<file path="src/hw/rtl/egc_pkg.sv">
package egc_pkg;

   localparam int VALUE_WIDTH     = 32;
   localparam int TIME_PORT_WIDTH = 32;
   localparam int DECAY_WIDTH     = 24;
   localparam int MODE_WIDTH      = 2;

   localparam logic [DECAY_WIDTH-1:0] DECAY_RESET = 24'd16775606;

   typedef logic [MODE_WIDTH-1:0] mode_type;
   localparam mode_type MODE_READ_VALUE  = 2'd0;
   localparam mode_type MODE_SET_VALUE   = 2'd1;
   localparam mode_type MODE_SET_TARGET  = 2'd2;
   localparam mode_type MODE_READ_TARGET = 2'd3;

   // datapath operations, one per microcode step
   typedef logic [3:0] op_type;
   localparam op_type OP_NONE      = 4'd0;
   localparam op_type OP_LATCH     = 4'd1;
   localparam op_type OP_SETUP     = 4'd2;
   localparam op_type OP_MUL_ACC   = 4'd3;
   localparam op_type OP_ACC       = 4'd4;
   localparam op_type OP_SHIFT     = 4'd5;
   localparam op_type OP_MUL_SQ    = 4'd6;
   localparam op_type OP_SQUARE    = 4'd7;
   localparam op_type OP_DIFF      = 4'd8;
   localparam op_type OP_MUL_BLEND = 4'd9;
   localparam op_type OP_BLEND     = 4'd10;
   localparam op_type OP_EMIT      = 4'd11;

   typedef logic [2:0] cond_type;
   localparam cond_type C_NEVER     = 3'd0;
   localparam cond_type C_ALWAYS    = 3'd1;
   localparam cond_type C_NO_TAKE   = 3'd2;
   localparam cond_type C_NO_GLIDE  = 3'd3;
   localparam cond_type C_BIT_CLEAR = 3'd4;
   localparam cond_type C_N_DONE    = 3'd5;
   localparam cond_type C_OUT_BUSY  = 3'd6;

   typedef logic [3:0] pc_type;
   localparam pc_type PC_WAIT      = 4'd0;
   localparam pc_type PC_SETUP     = 4'd1;
   localparam pc_type PC_LOOP      = 4'd2;
   localparam pc_type PC_MUL_ACC   = 4'd3;
   localparam pc_type PC_ACC       = 4'd4;
   localparam pc_type PC_SHIFT     = 4'd5;
   localparam pc_type PC_MUL_SQ    = 4'd6;
   localparam pc_type PC_SQUARE    = 4'd7;
   localparam pc_type PC_DIFF      = 4'd8;
   localparam pc_type PC_MUL_BLEND = 4'd9;
   localparam pc_type PC_BLEND     = 4'd10;
   localparam pc_type PC_EMIT      = 4'd11;

   // hold: stay on this step while true; else jump when jump is true; else step on
   typedef struct packed {
      op_type   op;
      cond_type hold;
      cond_type jump;
      pc_type   target;
   } ctrl_word_type;

   typedef struct packed {
      logic glide;
      logic bit_set;
      logic last_bit;
   } flags_type;

   function automatic ctrl_word_type ucode_rom(input pc_type pc);
      ctrl_word_type w;
      unique case (pc)
         PC_WAIT:      w = '{OP_LATCH,     C_NO_TAKE,  C_NEVER,     PC_WAIT};
         PC_SETUP:     w = '{OP_SETUP,     C_NEVER,    C_NO_GLIDE,  PC_EMIT};
         PC_LOOP:      w = '{OP_NONE,      C_NEVER,    C_BIT_CLEAR, PC_SHIFT};
         PC_MUL_ACC:   w = '{OP_MUL_ACC,   C_NEVER,    C_NEVER,     PC_WAIT};
         PC_ACC:       w = '{OP_ACC,       C_NEVER,    C_NEVER,     PC_WAIT};
         PC_SHIFT:     w = '{OP_SHIFT,     C_NEVER,    C_N_DONE,    PC_DIFF};
         PC_MUL_SQ:    w = '{OP_MUL_SQ,    C_NEVER,    C_NEVER,     PC_WAIT};
         PC_SQUARE:    w = '{OP_SQUARE,    C_NEVER,    C_ALWAYS,    PC_LOOP};
         PC_DIFF:      w = '{OP_DIFF,      C_NEVER,    C_NEVER,     PC_WAIT};
         PC_MUL_BLEND: w = '{OP_MUL_BLEND, C_NEVER,    C_NEVER,     PC_WAIT};
         PC_BLEND:     w = '{OP_BLEND,     C_NEVER,    C_NEVER,     PC_WAIT};
         PC_EMIT:      w = '{OP_EMIT,      C_OUT_BUSY, C_ALWAYS,    PC_WAIT};
         default:      w = '{OP_NONE,      C_NEVER,    C_ALWAYS,    PC_WAIT};
      endcase
      return w;
   endfunction

endpackage

</file>
<file path="src/hw/rtl/egc_datapath.sv">
module egc_datapath import egc_pkg::*; #(
   parameter int TIME_WIDTH      = 32,
   parameter int DECAY_FRAC_BITS = 24
) (
   input  logic                       clock,
   input  logic                       reset,
   input  op_type                     op,
   input  logic                       req_take,
   input  mode_type                   req_mode,
   input  logic [TIME_PORT_WIDTH-1:0] req_sample_time,
   input  logic [VALUE_WIDTH-1:0]     req_operand_value,
   input  logic                       csr_wr_en,
   input  logic [DECAY_WIDTH-1:0]     csr_wr_data,
   output flags_type                  flags,
   output logic [VALUE_WIDTH-1:0]     result
);

   localparam int MAG_WIDTH  = VALUE_WIDTH + 1;
   localparam int PROD_WIDTH = MAG_WIDTH + DECAY_FRAC_BITS;
   localparam int Q_WIDTH    = PROD_WIDTH + 1 - DECAY_FRAC_BITS;
   localparam logic [PROD_WIDTH:0] HALF = (PROD_WIDTH+1)'(1) << (DECAY_FRAC_BITS - 1);

   logic [DECAY_FRAC_BITS-1:0] decay_ff, decay_in;
   logic [VALUE_WIDTH-1:0]     value_ff, value_in;
   logic [VALUE_WIDTH-1:0]     target_ff, target_in;
   logic [TIME_WIDTH-1:0]      last_time_ff, last_time_in;
   mode_type                   mode_ff, mode_in;
   logic [TIME_WIDTH-1:0]      time_ff, time_in;
   logic [VALUE_WIDTH-1:0]     opnd_ff, opnd_in;
   logic [TIME_WIDTH-1:0]      n_ff, n_in;
   logic [DECAY_FRAC_BITS-1:0] base_ff, base_in;
   logic [DECAY_FRAC_BITS-1:0] acc_ff, acc_in;
   logic                       have_ff, have_in;
   logic                       neg_ff, neg_in;
   logic [MAG_WIDTH-1:0]       mag_ff, mag_in;
   logic [PROD_WIDTH-1:0]      prod_ff, prod_in;

   logic [MAG_WIDTH-1:0]       mul_x;
   logic [DECAY_FRAC_BITS-1:0] mul_y;
   logic [PROD_WIDTH:0]        rounded;
   logic [Q_WIDTH-1:0]         q;
   logic [DECAY_FRAC_BITS-1:0] pow_q;
   logic [MAG_WIDTH-1:0]       diff;
   logic [Q_WIDTH-1:0]         tgt_ext;
   logic [Q_WIDTH-1:0]         blend;
   logic                       glide;

   // one shared multiplier, registered before rounding
   always_comb begin
      unique case (op)
         OP_MUL_SQ: begin
            mul_x = MAG_WIDTH'(base_ff);
            mul_y = base_ff;
         end
         OP_MUL_BLEND: begin
            mul_x = mag_ff;
            mul_y = acc_ff;
         end
         default: begin
            mul_x = MAG_WIDTH'(acc_ff);
            mul_y = base_ff;
         end
      endcase
   end

   assign prod_in = PROD_WIDTH'(mul_x) * PROD_WIDTH'(mul_y);
   assign rounded = {1'b0, prod_ff} + HALF;
   assign q       = rounded[PROD_WIDTH:DECAY_FRAC_BITS];
   assign pow_q   = q[DECAY_FRAC_BITS-1:0];

   assign diff    = {value_ff[VALUE_WIDTH-1], value_ff} - {target_ff[VALUE_WIDTH-1], target_ff};
   assign tgt_ext = {{(Q_WIDTH-VALUE_WIDTH){target_ff[VALUE_WIDTH-1]}}, target_ff};
   assign blend   = neg_ff ? (tgt_ext - q) : (tgt_ext + q);

   assign glide = (mode_ff == MODE_READ_VALUE) && (time_ff > last_time_ff);

   assign flags.glide    = glide;
   assign flags.bit_set  = n_ff[0];
   assign flags.last_bit = (n_ff[TIME_WIDTH-1:1] == '0);

   always_comb begin
      unique case (mode_ff)
         MODE_READ_VALUE:  result = value_ff;
         MODE_SET_VALUE,
         MODE_SET_TARGET:  result = opnd_ff;
         MODE_READ_TARGET: result = target_ff;
         default:          result = value_ff;
      endcase
   end

   always_comb begin
      decay_in     = csr_wr_en ? DECAY_FRAC_BITS'(csr_wr_data) : decay_ff;
      value_in     = value_ff;
      target_in    = target_ff;
      last_time_in = last_time_ff;
      mode_in      = mode_ff;
      time_in      = time_ff;
      opnd_in      = opnd_ff;
      n_in         = n_ff;
      base_in      = base_ff;
      acc_in       = acc_ff;
      have_in      = have_ff;
      neg_in       = neg_ff;
      mag_in       = mag_ff;
      unique case (op)
         OP_LATCH: begin
            if (req_take) begin
               mode_in = req_mode;
               time_in = TIME_WIDTH'(req_sample_time);
               opnd_in = req_operand_value;
            end
         end
         OP_SETUP: begin
            if (mode_ff == MODE_SET_VALUE) value_in = opnd_ff;
            if (mode_ff == MODE_SET_TARGET) target_in = opnd_ff;
            if (glide) begin
               n_in         = time_ff - last_time_ff;
               base_in      = decay_ff;
               have_in      = 1'b0;
               last_time_in = time_ff;
            end
         end
         OP_ACC: begin
            acc_in  = have_ff ? pow_q : base_ff;
            have_in = 1'b1;
         end
         OP_SHIFT:  n_in = n_ff >> 1;
         OP_SQUARE: base_in = pow_q;
         OP_DIFF: begin
            neg_in = diff[MAG_WIDTH-1];
            mag_in = diff[MAG_WIDTH-1] ? (~diff + MAG_WIDTH'(1)) : diff;
         end
         OP_BLEND:  value_in = blend[VALUE_WIDTH-1:0];
         default: ;
      endcase
   end

   always_ff @(posedge clock) begin
      if (reset) begin
         decay_ff     <= DECAY_FRAC_BITS'(DECAY_RESET);
         value_ff     <= '0;
         target_ff    <= '0;
         last_time_ff <= '0;
      end else begin
         decay_ff     <= decay_in;
         value_ff     <= value_in;
         target_ff    <= target_in;
         last_time_ff <= last_time_in;
      end
   end

   always_ff @(posedge clock) begin
      mode_ff <= mode_in;
      time_ff <= time_in;
      opnd_ff <= opnd_in;
      n_ff    <= n_in;
      base_ff <= base_in;
      acc_ff  <= acc_in;
      have_ff <= have_in;
      neg_ff  <= neg_in;
      mag_ff  <= mag_in;
      prod_ff <= prod_in;
   end

endmodule

</file>
<file path="src/hw/rtl/exponential_glide_curve_top.sv">
// channel   ports                                               direction
// req       req_valid req_stall req_mode req_sample_time         in (stall out)
//           req_operand_value
// rsp       rsp_valid rsp_stall rsp_result_value                 out (stall in)
// csr       csr_wr_en csr_wr_data                                in
//
// A microcoded sequencer drives one shared multiplier; a word with no glide due
// goes from setup straight to emit, else the square-and-multiply loop runs over
// the bits of the elapsed sample count before the blend.
// Reset (synchronous) clears value, target and last time, and loads the default decay.
// The next word is taken while a finished result is still held on a stalled rsp.
module exponential_glide_curve_top import egc_pkg::*; #(
   parameter int TIME_WIDTH      = 32,
   parameter int DECAY_FRAC_BITS = 24
) (
   input  logic                              clock,
   input  logic                              reset,
   input  logic                              req_valid,
   output logic                              req_stall,
   input  logic [MODE_WIDTH-1:0]             req_mode,
   input  logic [TIME_PORT_WIDTH-1:0]        req_sample_time,
   input  logic signed [VALUE_WIDTH-1:0]     req_operand_value,
   output logic                              rsp_valid,
   input  logic                              rsp_stall,
   output logic signed [VALUE_WIDTH-1:0]     rsp_result_value,
   input  logic                              csr_wr_en,
   input  logic [DECAY_WIDTH-1:0]            csr_wr_data
);

   pc_type                 pc_ff, pc_in;
   logic                   rsp_valid_ff, rsp_valid_in;
   logic [VALUE_WIDTH-1:0] rsp_value_ff, rsp_value_in;

   ctrl_word_type          ctrl;
   flags_type              flags;
   logic [VALUE_WIDTH-1:0] result;
   logic                   req_take;
   logic                   out_busy;
   logic                   emit_go;
   logic                   hold_now;
   logic                   jump_now;

   function automatic logic cond_true(input cond_type c, input flags_type f,
                                      input logic take, input logic busy);
      logic r;
      unique case (c)
         C_NEVER:     r = 1'b0;
         C_ALWAYS:    r = 1'b1;
         C_NO_TAKE:   r = !take;
         C_NO_GLIDE:  r = !f.glide;
         C_BIT_CLEAR: r = !f.bit_set;
         C_N_DONE:    r = f.last_bit;
         C_OUT_BUSY:  r = busy;
         default:     r = 1'b0;
      endcase
      return r;
   endfunction

   assign ctrl      = ucode_rom(pc_ff);
   assign req_stall = (pc_ff != PC_WAIT);
   assign req_take  = req_valid && !req_stall;
   assign out_busy  = rsp_valid_ff && rsp_stall;
   assign emit_go   = (ctrl.op == OP_EMIT) && !out_busy;
   assign hold_now  = cond_true(ctrl.hold, flags, req_take, out_busy);
   assign jump_now  = cond_true(ctrl.jump, flags, req_take, out_busy);

   egc_datapath #(
      .TIME_WIDTH      (TIME_WIDTH),
      .DECAY_FRAC_BITS (DECAY_FRAC_BITS)
   ) u_dpath (
      .clock             (clock),
      .reset             (reset),
      .op                (ctrl.op),
      .req_take          (req_take),
      .req_mode          (req_mode),
      .req_sample_time   (req_sample_time),
      .req_operand_value (req_operand_value),
      .csr_wr_en         (csr_wr_en),
      .csr_wr_data       (csr_wr_data),
      .flags             (flags),
      .result            (result)
   );

   always_comb begin
      priority if (hold_now) pc_in = pc_ff;
      else if (jump_now)     pc_in = ctrl.target;
      else                   pc_in = pc_ff + pc_type'(1);
   end

   // output word register frees the sequencer from a stalled consumer
   assign rsp_valid_in = emit_go ? 1'b1 : (rsp_stall ? rsp_valid_ff : 1'b0);
   assign rsp_value_in = emit_go ? result : rsp_value_ff;

   always_ff @(posedge clock) begin
      if (reset) begin
         pc_ff        <= PC_WAIT;
         rsp_valid_ff <= 1'b0;
      end else begin
         pc_ff        <= pc_in;
         rsp_valid_ff <= rsp_valid_in;
      end
   end

   always_ff @(posedge clock) begin
      rsp_value_ff <= rsp_value_in;
   end

   assign rsp_valid        = rsp_valid_ff;
   assign rsp_result_value = rsp_value_ff;

   a_take_to_setup: assert property (@(posedge clock) disable iff (reset)
      req_take |=> (pc_ff == PC_SETUP))
      else $error("accepted word did not move to setup");

   a_pc_in_program: assert property (@(posedge clock) disable iff (reset)
      pc_ff <= PC_EMIT)
      else $error("step counter left the program");

   a_emit_loads: assert property (@(posedge clock) disable iff (reset)
      emit_go |=> (rsp_valid && (pc_ff == PC_WAIT)))
      else $error("emit did not present a word and return to wait");

endmodule
</file>
<file path="config.mk">
export PLATFORM = sky130hd
export DESIGN_NAME = exponential_glide_curve_top
export DESIGN_NICKNAME = d
export VERILOG_FILES = /design/src/hw/rtl/egc_pkg.sv /design/src/hw/rtl/egc_datapath.sv /design/src/hw/rtl/exponential_glide_curve_top.sv
export SDC_FILE = /design/constraint.sdc
export NUM_CORES = 2
export LEC_CHECK = 0
export ABC_AREA = 1
export BUFFER_PORTS_ARGS = -buffer_cell sky130_fd_sc_hd__buf_2
export CORE_AREA = 2 2 313 315
export CTS_CLUSTER_DIAMETER = 200
export CTS_CLUSTER_SIZE = 25
export DETAILED_ROUTE_END_ITERATION = 10
export DIE_AREA = 0 0 315 317
export GPL_ROUTABILITY_DRIVEN = 1
export PLACE_DENSITY_LB_ADDON = 0.2
export RECOVER_POWER = 100
export SKIP_CTS_REPAIR_TIMING = 1
export SYNTH_ARGS = -nofsm -noshare
export SYNTH_HDL_FRONTEND = slang
export SYNTH_SLANG_ARGS = --single-unit
</file>
<file path="constraint.sdc">
create_clock -name clock -period 7.2 [get_ports clock]
set_clock_uncertainty 0.2 [all_clocks]
set_input_delay 0.72 -clock clock [delete_from_list [all_inputs] [get_ports clock]]
set_output_delay 0.72 -clock clock [all_outputs]
set_load 0.02 [all_outputs]
</file>
==> summary.txt <==
Routing
  • Final ANT Viol Nets: 0
  • Drt drc: 0
  • Vias after detailed routing: 43230
  • First-pass DRT Iterations: 7
  • Vias/cell: between 5 and 6
  • Routed len/inst: 21.22 um
  • Drt initial violations: ~3900
  • Routed WL: 169.6 mm

STA
  • Max-slew headroom: -24.11%
  • Count of final hold-check violations: 0
  • WHS: roughly 110 ps
  • Slew @ Worst Pin: 1862 ps
  • Final setup vio count: 32
  • Final Cycle Share: 103.6%
  • Max Slew Vio Count: 35
  • RSZ-0062 raised after global routing: true
  • Fmax: 0.1341 GHz
  • Final worst slack: -258.5 ps
  • Min Clock Period, post-route: between 7000 and 8000 ps

Global route
  • All-layer global routing usage: between 30% and 40%
  • Gr ovfl total: 0
  • Vias in the first global route: about 43000
  • Initial antenna violation count: 2
  • First-pass GRT wire length: between 200 and 300 mm
  • Pin count of the biggest net entering global routing: just under 90

Synthesis
  • Post-synthesis average cell area: 7.765 um^2
  • Post-synth ARST share: 0%
  • Simple-gate share of the synthesized area: around a fifth
  • Post-synthesis mux area share: 0%
  • Area of the mapped netlist: ~48000 um^2
  • Adder-cell share of the synthesized area: a little over a third
  • Warnings, synthesis: 0
  • Main synth FF type: edfxtp_1
  • Register area share after synthesis: between 20% and 30%
  • Compound-gate portion of the synthesized area: under 10%
  • Synth Area in XOR/XNOR: under 10%
  • Post-synthesis cell type count: 63
  • Cells after synthesis: roughly 6200
  • Post-synth EDFFs: around 210
  • Syn nets: slightly above 7000
  • Yosys reg bits: around 380
  • Largest family of logic cells by synthesized area: adder cells

Worst setup path
  • Arrival time at the worst endpoint: ~7700 ps
  • Crit path launch: ctrl[11]
  • Crit path kind: reg2reg
  • Worst reg2reg startpoint: ctrl[11]
  • Crit-path max FO: 6
  • Crit path top cell by count: nand2_1
  • Slowest-stage cell, CP: fa_2
  • Setup crit start kind: flip-flop
  • Worst setup EP type: flip-flop
  • Largest stage delay, worst path: 570 ps
  • Critical Path RT: ~7500 ps

Final layout
  • ANT cells: 0
  • Fill cells: 8762
  • Most common cell after layout, fill and taps aside: nand2_1
  • Most frequent cells in the layout: 1264 x nand2_1, 1124 x inv_1, 687 x nor2_1
  • Area growth from synthesis to layout: 20.45%
  • Share of cells above drive strength 1: about a fifth
  • Post-layout util: between 50 and 60%
  • Final #Nets: about 7800

Placed design
  • Dpl ws: -345.6 ps
  • Detail Placement HPWL: about 140 mm
  • Placer Congestion: between 1 and 1.5
  • Port bufs: ~130

Floorplan
  • Starting density of the core: 49.73%
  • I/O pin cnt: 129
  • Cell row count: around 110
  • Die Height: 317 um
  • Die area: about 100000 um^2
  • Die width: roughly 320 um
  • CORE AREA: roughly 96000 um^2

Clock tree
  • CTS Buf Count: 19
  • CTS tree: built
  • Clk pin slew, worst setup/hold paths: 110 ps
  • H-Tree Depth: 1
  • CTS Sinks: ~380
  • Root Driver: clkbuf_16
  • Skew-Pair Late Insertion Delay: ~580 ps
  • Clock buffer depth: 3

Status
  • Outcome: finished with violations
  • Violated checks: max-capacitance violations, max-slew violations, negative setup slack

Hold path
  • HP Start: req_mode[0]
  • Hold Crit Class: in2reg

Flow run
  • Max-cap violation count: 1
-- cell usage after synthesis, types with 4 or more instances --
library cell  instances  area (um^2)
nand2_1            1329         4989
inv_1              1196         4489
nor2_1              766         2875
fa_1                681        13630
a21oi_1             390         1952
o21ai_0             284         1421
ha_1                282         3528
edfxtp_1            213         6396
nand3_1             191        955.9
clkbuf_1            182        683.2
dfxtp_1             171         3423
xor2_1               82        718.2
xnor2_1              40        350.3
nand4_1              34        212.7
nor3_1               31        155.2
a31oi_1              22        137.6
o21bai_1             19        142.6
nand2_2              18        112.6
o21ai_1              18        90.09
or2_2                17        106.4
inv_2                16        60.06
o21a_1               15        112.6
a32o_1               14        140.1
clkinv_1             13        48.80
nor2_2               13        81.33
a21o_1               12        90.09
nor4_1               10        62.56
a211oi_1              7        52.55
a22oi_1               7        52.55
nand3_2               7        70.07
nand3b_1              7        52.55
nor2_4                7        78.83
o31ai_1               7        52.55
a221oi_1              6        52.55
buf_2                 6        30.03
a21boi_0              4        30.03
and2_1                4        25.02
o211ai_1              4        30.03
-- cells by family (layout without fill, tap and decap cells) --
family | Yosys count | count (layout)
compound gates | 828 | 828
xor+xnor | 123 | 123
fa+ha+maj | 963 | 963
buf+inv | 1420 | 1972
flops | 384 | 384
simple gates | 2448 | 2448
-- registers in the layout (all words and copies together), names as in the netlist --
| signal | cells |
|---|---|
| rsp_valid | 1 |
| u_dpath.last_time_ff | 32 |
| u_dpath.opnd_ff | 32 |
| u_dpath.prod_ff | 33 |
| u_dpath.n_ff | 32 |
| u_dpath.neg_ff | 1 |
| u_dpath.target_ff | 32 |
| u_dpath.time_ff | 32 |
| u_dpath.have_ff | 1 |
| ctrl | 13 |
| u_dpath.acc_ff | 24 |
| u_dpath.decay_ff | 24 |
| pc_ff | 4 |
| u_dpath.mode_ff | 2 |
| u_dpath.mag_ff | 33 |
| u_dpath.value_ff | 32 |
| u_dpath.base_ff | 24 |
| rsp_result_value | 32 |
-- cell type report --
class / instances / area, um^2 / share of cell area [%]
Timing Repair Buffer: 712 / 6548 / 11.35
Clock buffer: 32 / 524.3 / 0.9090
Inverter: 1226 / 4651 / 8.064
Sequential cell: 384 / 9834 / 17.05
Multi-Input combinational cell: 4362 / 34490 / 59.81
Clock inverter: 2 / 25.02 / 0.04339
Tap cell: 1276 / 1597 / 2.768
-- final timing paths --
check	to	slack, ps	cells past startpoint
worst min-delay path	u_dpath.mode_ff[0]	110	1
worst max-delay path	u_dpath.prod_ff[40]	-260	35
worst min register to register	u_dpath.last_time_ff[0]	260	2
worst max register to register	u_dpath.prod_ff[40]	-260	35
-- through the flow --
step | cells | TNS [ps] | instance area, um^2
after floorplan | 6166 | 0 | 47880
after CTS | 7914 | -9373 | 54820
after global routing | 7994 | -10090 | 57670
after global placement | 7880 | -5793 | 54270
after detailed placement | 7880 | -7156 | 54270
final | 7994 | -4589 | 57670
-- metal layers --
metal | share of wire, % | global-route usage, % | up-vias
li1 | - | - | 20030
met1 | 40 | 44.23 | 21020
met2 | 47 | 55.70 | 1785
met3 | 7.3 | 3.528 | 395
met4 | 5.7 | 13.91 | 4
met5 | 0.011 | 0 | -
-- critical path, delay by kind of cell (launching register included) --
kind            cells  cell delay (ps)
flops               1              410
compound gates      1              270
buf+inv            12             1260
fa+ha+maj           8             3920
simple gates       14             1260
Power is not shown: default switching activity piles up to over one toggle a cycle in this logic, so the estimate is an artifact.
